### src/rtl/core/rbp_pkg.sv
// ----------------------------------------------------------------------------
// rbp_pkg
// shared types, codes and reset values for the receive byte packetizer
// ----------------------------------------------------------------------------
package rbp_pkg;

	localparam int BYTE_W   = 8;
	localparam int FLEN_W   = 5;
	localparam int TICKS_W  = 8;
	localparam int CAUSE_W  = 2;
	localparam int CFG_IDX_W = 2;

	localparam int DEPTH_DEF = 16;

	// register reset values
	localparam logic [FLEN_W-1:0]  FLUSH_LENGTH_RST   = FLEN_W'(10);
	localparam logic [BYTE_W-1:0]  DELIMITER_BYTE_RST = BYTE_W'(10);
	localparam logic [TICKS_W-1:0] TIMEOUT_TICKS_RST  = TICKS_W'(8);

	// configuration register indexes
	localparam logic [CFG_IDX_W-1:0] REG_FLUSH_LENGTH   = CFG_IDX_W'(0);
	localparam logic [CFG_IDX_W-1:0] REG_DELIMITER_BYTE = CFG_IDX_W'(1);
	localparam logic [CFG_IDX_W-1:0] REG_TIMEOUT_TICKS  = CFG_IDX_W'(2);

	// input opcodes
	localparam logic OP_BYTE = 1'b0;
	localparam logic OP_TICK = 1'b1;

	// flush causes
	localparam logic [CAUSE_W-1:0] CAUSE_FULL    = CAUSE_W'(0);
	localparam logic [CAUSE_W-1:0] CAUSE_DELIM   = CAUSE_W'(1);
	localparam logic [CAUSE_W-1:0] CAUSE_TIMEOUT = CAUSE_W'(2);

	typedef enum logic {
		ST_COLLECT,
		ST_DRAIN
	} state_t;

endpackage

### src/rtl/core/rbp_if.sv
// ----------------------------------------------------------------------------
// rbp_if
// valid/ready channels of the receive byte packetizer
// ----------------------------------------------------------------------------
interface rbp_in_if import rbp_pkg::*; ();
	logic              valid;
	logic              ready;
	logic              opcode;
	logic [BYTE_W-1:0] rx_byte;

	modport source (output valid, output opcode, output rx_byte, input ready);
	modport sink   (input valid, input opcode, input rx_byte, output ready);
endinterface

interface rbp_out_if import rbp_pkg::*; ();
	logic               valid;
	logic               ready;
	logic [BYTE_W-1:0]  tx_byte;
	logic               last_of_run;
	logic [CAUSE_W-1:0] flush_cause;

	modport source (output valid, output tx_byte, output last_of_run, output flush_cause,
		input ready);
	modport sink   (input valid, input tx_byte, input last_of_run, input flush_cause,
		output ready);
endinterface

interface rbp_cfg_if import rbp_pkg::*; ();
	logic                 valid;
	logic                 ready;
	logic [CFG_IDX_W-1:0] index;
	logic [BYTE_W-1:0]    data;

	modport source (output valid, output index, output data, input ready);
	modport sink   (input valid, input index, input data, output ready);
endinterface

### src/rtl/core/rbp_store.sv
// ----------------------------------------------------------------------------
// rbp_store
// byte store, one write port and one read port, registered read data
// ----------------------------------------------------------------------------
module rbp_store import rbp_pkg::*; #(
	parameter int DEPTH = DEPTH_DEF,
	localparam int AW = (DEPTH > 1) ? $clog2(DEPTH) : 1
) (
	input  logic              clk,
	input  logic              we,
	input  logic [AW-1:0]     waddr,
	input  logic [BYTE_W-1:0] wdata,
	input  logic              re,
	input  logic [AW-1:0]     raddr,
	output logic [BYTE_W-1:0] rdata
);

	logic [BYTE_W-1:0] mem [DEPTH];
	logic [BYTE_W-1:0] rdata_q;

	always_ff @(posedge clk) begin
		if (we) begin
			mem[waddr] <= wdata;
		end
	end

	// read data holds while no read is issued
	always_ff @(posedge clk) begin
		if (re) begin
			rdata_q <= mem[raddr];
		end
	end

	assign rdata = rdata_q;

endmodule

### src/rtl/core/rx_byte_packetizer_with_idle_timeout_core.sv
// ----------------------------------------------------------------------------
// rx_byte_packetizer_with_idle_timeout_core
// collects received bytes and flushes them as runs on full, delimiter or idle
// ----------------------------------------------------------------------------
// Each input item is either a received byte or one idle tick. Bytes are kept in
// a DEPTH-entry store and sent out oldest first as one run, the final byte
// flagged last_of_run, when the count reaches flush_length, when the delimiter
// byte arrives (it is part of the run) or when timeout_ticks ticks pass after
// the latest byte; full wins over delimiter. Ticks count only while armed, i.e.
// after a byte and before the next flush. A byte or tick that does not flush
// leaves the input open. One that flushes a run of n bytes keeps the input
// closed while the store's single read port streams one entry a cycle, when
// the output is not stalled, into the output register; the input opens again
// once the last read is issued, so the tail of a run may still sit in the
// output stage. A stalled output holds the drain. Configuration writes
// are taken every cycle and should be made only while the block is idle.
// ----------------------------------------------------------------------------
module rx_byte_packetizer_with_idle_timeout_core import rbp_pkg::*; #(
	parameter int DEPTH = DEPTH_DEF
) (
	input  logic    clk,
	input  logic    arst_n,
	rbp_in_if.sink  rx,
	rbp_out_if.source tx,
	rbp_cfg_if.sink cfg
);

	localparam int AW = (DEPTH > 1) ? $clog2(DEPTH) : 1;
	localparam int CW = $clog2(DEPTH + 1);
	localparam int LW = (CW > FLEN_W) ? CW : FLEN_W;

	// configuration registers
	logic [FLEN_W-1:0]  flush_len_q;
	logic [BYTE_W-1:0]  delim_q;
	logic [TICKS_W-1:0] timeout_q;

	// collect side
	state_t             state_q, state_d;
	logic [CW-1:0]      fill_q;
	logic               armed_q;
	logic [TICKS_W-1:0] idle_q;

	// drain side
	logic [CW-1:0]      run_len_q;
	logic [CW-1:0]      rd_idx_q;
	logic [CAUSE_W-1:0] cause_q;
	logic               pend_s1;
	logic               last_s1;
	logic [CAUSE_W-1:0] cause_s1;

	// output register
	logic               ov_q;
	logic [BYTE_W-1:0]  tx_byte_q;
	logic               last_q;
	logic [CAUSE_W-1:0] tx_cause_q;

	logic               byte_acc, tick_acc;
	logic               room;
	logic [CW-1:0]      fill_nxt;
	logic [LW-1:0]      limit;
	logic               full_hit, delim_hit;
	logic [TICKS_W-1:0] idle_inc, to_limit;
	logic               to_hit;
	logic               flush_start;
	logic [CAUSE_W-1:0] flush_cause;
	logic [CW-1:0]      flush_len;
	logic               load, issue, issue_last;
	logic [BYTE_W-1:0]  rdata;

	assign cfg.ready = 1'b1;

	always_ff @(posedge clk or negedge arst_n) begin
		if (!arst_n) begin
			flush_len_q <= FLUSH_LENGTH_RST;
			delim_q     <= DELIMITER_BYTE_RST;
			timeout_q   <= TIMEOUT_TICKS_RST;
		end else if (cfg.valid) begin
			case (cfg.index)
				REG_FLUSH_LENGTH:   flush_len_q <= cfg.data[FLEN_W-1:0];
				REG_DELIMITER_BYTE: delim_q     <= cfg.data;
				REG_TIMEOUT_TICKS:  timeout_q   <= cfg.data;
				default: ;
			endcase
		end
	end

	// input is open only while collecting
	assign rx.ready = (state_q == ST_COLLECT);
	assign byte_acc = rx.valid && rx.ready && (rx.opcode == OP_BYTE);
	assign tick_acc = rx.valid && rx.ready && (rx.opcode == OP_TICK);

	// byte path: store, count, then full / delimiter check
	assign room     = (fill_q < CW'(DEPTH));
	assign fill_nxt = room ? (fill_q + CW'(1)) : fill_q;

	// flush length clamped into 1..DEPTH
	always_comb begin
		if (flush_len_q == '0) begin
			limit = LW'(1);
		end else if (LW'(flush_len_q) > LW'(DEPTH)) begin
			limit = LW'(DEPTH);
		end else begin
			limit = LW'(flush_len_q);
		end
	end

	assign full_hit  = (LW'(fill_nxt) >= limit);
	assign delim_hit = (rx.rx_byte == delim_q);

	// tick path: saturating idle count against timeout (zero acts as one)
	assign idle_inc = (idle_q == '1) ? idle_q : (idle_q + TICKS_W'(1));
	assign to_limit = (timeout_q == '0) ? TICKS_W'(1) : timeout_q;
	assign to_hit   = armed_q && (idle_inc == to_limit);

	always_comb begin
		flush_start = 1'b0;
		flush_cause = CAUSE_FULL;
		flush_len   = fill_q;
		if (byte_acc) begin
			flush_len = fill_nxt;
			if (full_hit) begin
				flush_start = 1'b1;
				flush_cause = CAUSE_FULL;
			end else if (delim_hit) begin
				flush_start = 1'b1;
				flush_cause = CAUSE_DELIM;
			end
		end else if (tick_acc && to_hit) begin
			flush_start = 1'b1;
			flush_cause = CAUSE_TIMEOUT;
		end
	end

	// drain: read issued when the read data stage is free or moving on
	assign load       = pend_s1 && (!ov_q || tx.ready);
	assign issue      = (state_q == ST_DRAIN) && (!pend_s1 || load);
	assign issue_last = (rd_idx_q == (run_len_q - CW'(1)));

	always_comb begin
		state_d = state_q;
		case (state_q)
			ST_COLLECT: begin
				if (flush_start) begin
					state_d = ST_DRAIN;
				end
			end
			ST_DRAIN: begin
				if (issue && issue_last) begin
					state_d = ST_COLLECT;
				end
			end
			default: state_d = ST_COLLECT;
		endcase
	end

	always_ff @(posedge clk or negedge arst_n) begin
		if (!arst_n) begin
			state_q <= ST_COLLECT;
		end else begin
			state_q <= state_d;
		end
	end

	// collect state and run bookkeeping
	always_ff @(posedge clk or negedge arst_n) begin
		if (!arst_n) begin
			fill_q    <= '0;
			armed_q   <= 1'b0;
			idle_q    <= '0;
			run_len_q <= '0;
			rd_idx_q  <= '0;
			cause_q   <= CAUSE_FULL;
		end else begin
			if (flush_start) begin
				fill_q    <= '0;
				armed_q   <= 1'b0;
				idle_q    <= '0;
				run_len_q <= flush_len;
				rd_idx_q  <= '0;
				cause_q   <= flush_cause;
			end else begin
				if (byte_acc) begin
					fill_q  <= fill_nxt;
					armed_q <= 1'b1;
					idle_q  <= '0;
				end else if (tick_acc && armed_q) begin
					idle_q <= idle_inc;
				end
				if (issue) begin
					rd_idx_q <= rd_idx_q + CW'(1);
				end
			end
		end
	end

	rbp_store #(
		.DEPTH (DEPTH)
	) u_store (
		.clk   (clk),
		.we    (byte_acc && room),
		.waddr (fill_q[AW-1:0]),
		.wdata (rx.rx_byte),
		.re    (issue),
		.raddr (rd_idx_q[AW-1:0]),
		.rdata (rdata)
	);

	// read data stage tags
	always_ff @(posedge clk or negedge arst_n) begin
		if (!arst_n) begin
			pend_s1 <= 1'b0;
		end else if (issue) begin
			pend_s1 <= 1'b1;
		end else if (load) begin
			pend_s1 <= 1'b0;
		end
	end

	always_ff @(posedge clk) begin
		if (issue) begin
			last_s1  <= issue_last;
			cause_s1 <= cause_q;
		end
	end

	// output register
	always_ff @(posedge clk or negedge arst_n) begin
		if (!arst_n) begin
			ov_q <= 1'b0;
		end else if (load) begin
			ov_q <= 1'b1;
		end else if (tx.ready) begin
			ov_q <= 1'b0;
		end
	end

	always_ff @(posedge clk) begin
		if (load) begin
			tx_byte_q  <= rdata;
			last_q     <= last_s1;
			tx_cause_q <= cause_s1;
		end
	end

	assign tx.valid       = ov_q;
	assign tx.tx_byte     = tx_byte_q;
	assign tx.last_of_run = last_q;
	assign tx.flush_cause = tx_cause_q;

endmodule
### src/flat_wrapper.sv
// flat-port wrapper written by rule: the top's interface ports become plain ports
module rx_byte_packetizer_with_idle_timeout_core_flat import rbp_pkg::*;
#(
	parameter int DEPTH = DEPTH_DEF
)
  (clk, arst_n, rx_valid, rx_opcode, rx_rx_byte, rx_ready, tx_valid, tx_tx_byte, tx_last_of_run, tx_flush_cause, tx_ready, cfg_valid, cfg_index, cfg_data, cfg_ready);
  rbp_in_if rx_i ();
  rbp_out_if tx_i ();
  rbp_cfg_if cfg_i ();
  input  logic clk;
  input  logic arst_n;
  input wire logic [$bits(rx_i.valid)-1:0] rx_valid;
  input wire logic [$bits(rx_i.opcode)-1:0] rx_opcode;
  input wire logic [$bits(rx_i.rx_byte)-1:0] rx_rx_byte;
  output wire logic [$bits(rx_i.ready)-1:0] rx_ready;
  output wire logic [$bits(tx_i.valid)-1:0] tx_valid;
  output wire logic [$bits(tx_i.tx_byte)-1:0] tx_tx_byte;
  output wire logic [$bits(tx_i.last_of_run)-1:0] tx_last_of_run;
  output wire logic [$bits(tx_i.flush_cause)-1:0] tx_flush_cause;
  input wire logic [$bits(tx_i.ready)-1:0] tx_ready;
  input wire logic [$bits(cfg_i.valid)-1:0] cfg_valid;
  input wire logic [$bits(cfg_i.index)-1:0] cfg_index;
  input wire logic [$bits(cfg_i.data)-1:0] cfg_data;
  output wire logic [$bits(cfg_i.ready)-1:0] cfg_ready;
  assign rx_i.valid = rx_valid;
  assign rx_i.opcode = rx_opcode;
  assign rx_i.rx_byte = rx_rx_byte;
  assign rx_ready = rx_i.ready;
  assign tx_valid = tx_i.valid;
  assign tx_tx_byte = tx_i.tx_byte;
  assign tx_last_of_run = tx_i.last_of_run;
  assign tx_flush_cause = tx_i.flush_cause;
  assign tx_i.ready = tx_ready;
  assign cfg_i.valid = cfg_valid;
  assign cfg_i.index = cfg_index;
  assign cfg_i.data = cfg_data;
  assign cfg_ready = cfg_i.ready;
  rx_byte_packetizer_with_idle_timeout_core #(.DEPTH(DEPTH)) u_core (.clk(clk), .arst_n(arst_n), .rx(rx_i), .tx(tx_i), .cfg(cfg_i));
endmodule
### config.mk
export PLATFORM = sky130hd
export DESIGN_NAME = rx_byte_packetizer_with_idle_timeout_core_flat
export DESIGN_NICKNAME = d
export VERILOG_FILES = /design/src/rtl/core/rbp_pkg.sv /design/src/rtl/core/rbp_if.sv /design/src/rtl/core/rbp_store.sv /design/src/rtl/core/rx_byte_packetizer_with_idle_timeout_core.sv /design/src/flat_wrapper.sv
export SDC_FILE = /design/constraint.sdc
export NUM_CORES = 1
export LEC_CHECK = 0
export BUFFER_PORTS_ARGS = -buffer_cell sky130_fd_sc_hd__buf_4
export CAP_MARGIN = 20
export CORE_MARGIN = 4
export CORE_UTILIZATION = 52
export DETAILED_ROUTE_END_ITERATION = 10
export MAX_ROUTING_LAYER = met4
export PLACE_DENSITY = 0.79
export SYNTH_ARGS = -nofsm -noshare
export SYNTH_HDL_FRONTEND = slang
export SYNTH_SLANG_ARGS = --single-unit
### constraint.sdc
create_clock -name clk -period 2.6 [get_ports clk]
set_clock_uncertainty 0.2 [all_clocks]
set_input_delay 0.52 -clock clk [delete_from_list [all_inputs] [get_ports clk]]
set_output_delay 0.52 -clock clk [all_outputs]
set_load 0.01 [all_outputs]
==> metrics.txt, run 1 <==
status finished, final reports clean; DRC 0; Setup Crit Path Kind reg -> reg; initial core utilization 0.532; initial antenna violation count 0; drt first pass iters 5; final std cells w/o fill 817; Ports 38; Worst path max stage delay 410 ps; Multi-input gate area 2670 um^2; Mean Syn Cell Area 16.7 um^2; cell total after placement 781; pwr dens 987 nW/um^2; Seq/Total Area, Yosys 0.680; fin crit period 2520 ps; ANT nets after route 0; CP Launch Type flip-flop; Worst EP arrival 2610 ps; Mapped Area 8470 um^2; post-place setup slack -35.7 ps; Cell Rows 46; Max-slew headroom 0.356; Iter 0 DRT Violations 460; setup ws final 78.2 ps; crit path max fanout 7; Mapped Cells 508; number of global-route vias before repair 4,762; Final Hold Fails 0; WHS 131 ps; TritonCTS clock tree done; first-pass GRT wire length 26,300 um; final wirelength 16,500 um; EDFF count, synth 150; fmax 397 MHz; setup TNS 0 ps; GP Congestion 0.905; RSZ-0062 raised after global routing yes; syn_nets 544; CP startpoint u_core.fill_q[0]$_DFF_PN0_; Yosys warning total 0; core area 15,900 um^2; PortBufs 36; clock root cell clkbuf_16; CTS clk-pin slew, worst paths 80 ps; Async SR Flop Fraction 0.250; LEAKAGE 0.00359 uW; Crit path max-delay family compound AO/OA/AOI/OAI gates; share of layout cells above drive strength 1 0.349; Clock Path Buffers 2; HP Start cfg_data[5]; maximum vdd drop 0.523 mV; area grow syn2layout 18.2%; worst skew pair latency 430 ps; critical register-to-register path startpoint u_core.fill_q[0]$_DFF_PN0_; drt wl/cell 20.2 um; Bufs and invs on worst path 2; CTS Buf Count 17; Placed Area 9270 um^2; pin count of the biggest net entering global routing 51; Detail Placement HPWL 11,200 um; die area 18,400 um^2; Fillers 1,097; Max H-tree Level 4; most used cell, CP o21ai_2; crit path cell chain buf_4 > ha_2 > a31o_2 > ha_1 > a21oi_2 > o21ai_2 > o21ai_2 > nand2_4 > buf_12 > a2bb2oi_2; Inserted Diodes 0; gr usage total 0.194; max cap viols 0; Worst-Margin Slew 964 ps; vias 4,717; slowest library cell on the worst path dfrtp_1; Final Setup Violations 0; clock sinks 200; die width 136 um; Tcrit/Tclk final 0.970; vias per cell 5.77; Seq. cell area 5770 um^2; gr ovfl total 0; max-slew violations 0; Seq cells post-synth 200; Design Area, Final 10,000 um^2; Nets 624; Worst EP required 2680 ps; post-synthesis cell type count 57; die height 136 um; Hold Path Class in -> reg; Critical Path End Type flip-flop; Most used DFF post-synth edfxtp_1
==> worst paths after layout <==
path / to / slack (ps) / cells past startpoint
max: u_core.state_q$_DFF_PN0_ / 80 / 10
min: u_core.delim_q[5]$_DFFE_PN0P_ / 130 / 2
max reg2reg: u_core.state_q$_DFF_PN0_ / 80 / 10
min reg2reg: u_core.tx.last_of_run$_DFFE_PP_ / 220 / 0
max in group asynchronous: u_core.idle_q[0]$_DFFE_PN0P_ / 1260 / 2
min in group asynchronous: u_core.tx.valid$_DFFE_PN0P_ / 460 / 2
==> power by group <==
group / switching (uW) / internal [uW]
sequential: 326 / 4000
combinational: 1420 / 1530
clock: 1210 / 1390
==> flip-flops by register name, indices dropped and copies added (netlist names) <==
| register | count |
|---|---|
| u_core.tx.valid | 1 |
| u_core.last_s1 | 1 |
| u_core.cause_q | 2 |
| u_core.state_q | 1 |
| u_core.cause_s1 | 2 |
| u_core.tx.tx_byte | 8 |
| u_core.fill_q | 5 |
| u_core.run_len_q | 5 |
| u_core.idle_q | 8 |
| u_core.armed_q | 1 |
| u_core.flush_len_q | 5 |
| u_core.delim_q | 8 |
| u_core.u_store.rdata | 8 |
| u_core.timeout_q | 8 |
| u_core.rd_idx_q | 5 |
| u_core.tx.last_of_run | 1 |
| u_core.pend_s1 | 1 |
| u_core.u_store.mem | 128 |
| u_core.tx.flush_cause | 2 |
==> synthesized netlist by cell type (all sizes together) (9+ instances only) <==
library cell  count  area share
nand2            22       0.011
xnor2            24       0.025
buf              12      0.0081
nor2             39       0.017
inv              11      0.0049
edfxtp          150        0.53
mux4             40        0.11
ha               12       0.018
mux2             21       0.028
a21oi            16      0.0094
dfrtp            45        0.13
clkbuf            9      0.0041
==> routing by layer <==
metal,global-route usage,vias to the layer above,wire [um]
met5,-,-,0
met4,0.0577,0,272
met3,0.0360,19,731
met2,0.309,170,8530
met1,0.259,2409,6930
li1,-,2119,-
==> per-stage QoR <==
stage | utilization | power [uW]
2_1_floorplan | - | 6230
3_3_place_gp | 0.581 | 7040
3_5_place_dp | 0.581 | 7170
4_1_cts | 0.620 | 9770
5_1_grt | 0.628 | 10400
6_report | 0.628 | 9880
==> area by class of cell <==
type                       instances  share of cell area
sequential                       200               0.576
multi-input combinational        276               0.267
timing repair buffer              82              0.0672
clock buffer                      18              0.0438
tap                              216              0.0270
clock inverter                    14              0.0156
inverter                          11             0.00412
==> logic make-up (layout without fill, tap and decap cells) <==
| family | count (synthesis) | after routing | synth area share |
|---|---|---|---|
| DFF | 200 | 200 | 0.680 |
| and+or+nand+nor | 122 | 122 | 0.0768 |
| muxes | 69 | 69 | 0.144 |
| AOI/OAI and AO/OA | 41 | 41 | 0.0319 |
| buffers and inverters | 32 | 125 | 0.0171 |
| xor gates and xnor gates | 31 | 31 | 0.0320 |
| adders and majority gates | 12 | 12 | 0.0177 |
| other | 1 | 1 | 0.000443 |
==> layout by cell type (no fill, tap or decap), types with 8 or more instances in the layout <==
master and n:
xnor2_1 24, mux2_2 20, nor3_1 8, clkbuf_16 18
inv_1 9, mux4_2 40, ha_1 9, nand2_1 19
edfxtp_1 150, buf_4 77, a21oi_1 14, nor2_1 39
dfrtp_1 42
==> timing repair <==
item | CTS | global route
hold buffers | 1 | 0
gates resized for setup | 2 | 21
hold endpoints to repair | 45 | 0
buffers inserted | 0 | 2
gates cloned | 0 | 1
pin swaps | 0 | 12
setup endpoints to repair | 9 | 25
(Power assumes the default switching activity.)
==> run 2: changes to the inputs <==
--- a/config.mk
+++ b/config.mk
@@ -5,7 +5,7 @@
 export SDC_FILE = /design/constraint.sdc
 export NUM_CORES = 1
 export LEC_CHECK = 0
-export BUFFER_PORTS_ARGS = -buffer_cell sky130_fd_sc_hd__buf_4
+export BUFFER_PORTS_ARGS = -buffer_cell sky130_fd_sc_hd__buf_2
 export CAP_MARGIN = 20
 export CORE_MARGIN = 4
 export CORE_UTILIZATION = 52
==> run 2 against run 1 <==
  * Sequential power hardly changed
  * First-iteration DRC count fell by 22%
  * Count of clock-buffer cells in the layout is 1 higher
  * Total power grew 1.5%
  * Critical path type unchanged
  * Register-to-register slack worse by 30 ps
  * Die area is the same
  * Wire length grew 2.5%
==> metrics.txt, run 2 (synthesized netlist as in run 1, its figures left out) <==
status finished, final reports clean; initial core utilization 0.532 (unchanged); critical register-to-register path startpoint u_core.fill_q[1]$_DFF_PN0_; maximum vdd drop 0.643 mV (+23%); max-slew violations 0 (unchanged); number of global-route vias before repair 4,853 (+1.9%); final core occ 0.623 (-0.00542); fmax 393 MHz (-0.98%); Max-slew headroom 0.319 (-0.0363); Largest register FFs 128 (unchanged); RSZ-0062 raised after global routing yes; Setup Crit Path Kind reg -> reg; most common cell after layout, fill and taps aside edfxtp_1; area grow syn2layout 17.2%; vias per cell 5.85 (+1.3%); Ports 38 (unchanged); pin count of the biggest net entering global routing 37 (-27%); reg2reg setup slack 50 ps (-30 ps); vias 4,796 (+1.7%); initial antenna violation count 1 (+1); PortBufs 36 (unchanged); Cell Rows 46 (unchanged); clock root cell clkbuf_16; drt first pass iters 5 (unchanged); DRC 0 (unchanged); clock sinks 200 (unchanged); Max H-tree Level 4 (unchanged); Worst Hold Depth 2 (unchanged); HP Start cfg_data[5]; ANT nets after route 0 (unchanged); core area 15,900 um^2 (unchanged); fin crit period 2550 ps (+25.1 ps); Nets 626 (+0.32%); die height 136 um (unchanged); Detail Placement HPWL 11,600 um (+3.9%); Clock Path Buffers 2 (unchanged); CTS clk-pin slew, worst paths 70 ps (about the same); final wirelength 16,900 um (+2.5%); Reg with most FFs u_core.u_store.mem; Final Setup Violations 0 (unchanged); worst skew pair latency 440 ps (about the same); share of layout cells above drive strength 1 0.340 (-0.00945); drt wl/cell 20.6 um (+2.2%); die width 136 um (unchanged); gr usage total 0.203 (+0.00887); r2r worst-path depth 12 (+2); TritonCTS clock tree done; GP Congestion 0.926 (+2.3%); most frequent cells in the layout 150 x edfxtp_1, 44 x buf_4, 44 x dfrtp_1; Iter 0 DRT Violations 359 (-22%); Tcrit/Tclk final 0.980 (+0.00964); Critical Path End Type flip-flop; crit path max fanout 14 (+7); Worst EP required 2690 ps (about the same); CTS Buf Count 17 (unchanged); CP Launch Type flip-flop; total power draw 10,000 uW (+1.5%); Hold Path Sink u_core.delim_q[5]$_DFFE_PN0P_; Worst-Margin Slew 1020 ps (+56.4 ps); setup TNS 0 ps (unchanged); Final Hold Fails 0 (unchanged); RR Endpoint u_core.state_q$_DFF_PN0_; pwr dens 1010 nW/um^2 (+2.4%); max cap viols 0 (unchanged); gr ovfl total 0 (unchanged); Hold Path Class in -> reg; first-pass GRT wire length 26,900 um (+2.4%); LEAKAGE 0.00356 uW (-0.67%); die area 18,400 um^2 (unchanged); Worst EP arrival 2630 ps (+20 ps)
[run 2: changes by cell type in the layout (fill, tap and decap cells not counted), sizes merged]
cell and change:
buf +3, clkinv -3, bufinv +2, diode +1
[run 2: worst max-delay path, stage by stage, from the launching register on]
cell       delay [ps]
dfrtp_1           400
inv_2              90
ha_4              200
mux2i_2           180
inv_1              70
ha_1              290
a21o_1            170
a21oi_2           120
o21ai_2            80
o21ai_2           200
nand2_4            90
buf_12            160
a2bb2oi_2         130
[run 2: routing by layer]
layer,GRT usage,part of all wire,up-vias
li1,-,-,2134
met1,0.262,0.39,2430
met2,0.322,0.52,197
met3,0.0446,0.066,35
met4,0.0711,0.022,0
met5,-,0,-
[run 2: layout make-up]
class / count / area (um^2)
Inverter: 11 / 41.3
Clock inverter: 13 / 185
Clock buffer: 19 / 443
Antenna cell: 1 / 2.50
Tap cell: 216 / 270
Sequential cell: 200 / 5760
Multi-Input combinational cell: 276 / 2640
Fill cell: 1083 / 6010
Timing Repair Buffer: 84 / 581
[run 2: worst max-delay path by stage]
stage / end / start / slack, ps
after floorplan: u_core.run_len_q[1]$_DFFE_PN0P_ / u_core.idle_q[1]$_DFFE_PN0P_ / 10
after global placement: u_core.idle_q[1]$_DFFE_PN0P_ / u_core.idle_q[0]$_DFFE_PN0P_ / 70
after detailed placement: u_core.state_q$_DFF_PN0_ / u_core.fill_q[1]$_DFF_PN0_ / 2
after CTS: u_core.state_q$_DFF_PN0_ / u_core.fill_q[1]$_DFF_PN0_ / 6
after global routing: u_core.state_q$_DFF_PN0_ / u_core.fill_q[1]$_DFF_PN0_ / -60
final: u_core.state_q$_DFF_PN0_ / u_core.fill_q[1]$_DFF_PN0_ / 50
[run 2: where the power goes]
part	switching [uW]	leakage (uW)	total [uW]	internal, uW
sequential	318	0.00197	4320	4000
clock	1190	0.000306	2760	1570
combinational	1460	0.00128	2950	1490
[run 2: metrics by stage]
stage | hold WS [ps] | area [um^2] | worst slack, ps | std cells
6_report | 136 | 9930 | 53.2 | 820
5_1_grt | 145 | 9930 | -58.0 | 820
4_1_cts | 123 | 9840 | 5.57 | 817
3_5_place_dp | 205 | 9190 | 1.52 | 782
3_3_place_gp | 206 | 9190 | 66.8 | 782
2_1_floorplan | 24.4 | 8480 | 10.3 | 508
[run 2: timing repair]
action	4_1_cts	5_1_grt
hold buffers	1	0
setup endpoints to repair	3	23
resized for setup	1	15
setup buffers	2	2
pin swaps	2	5
endpoints found under the hold margin	23	0
gates cloned	0	0
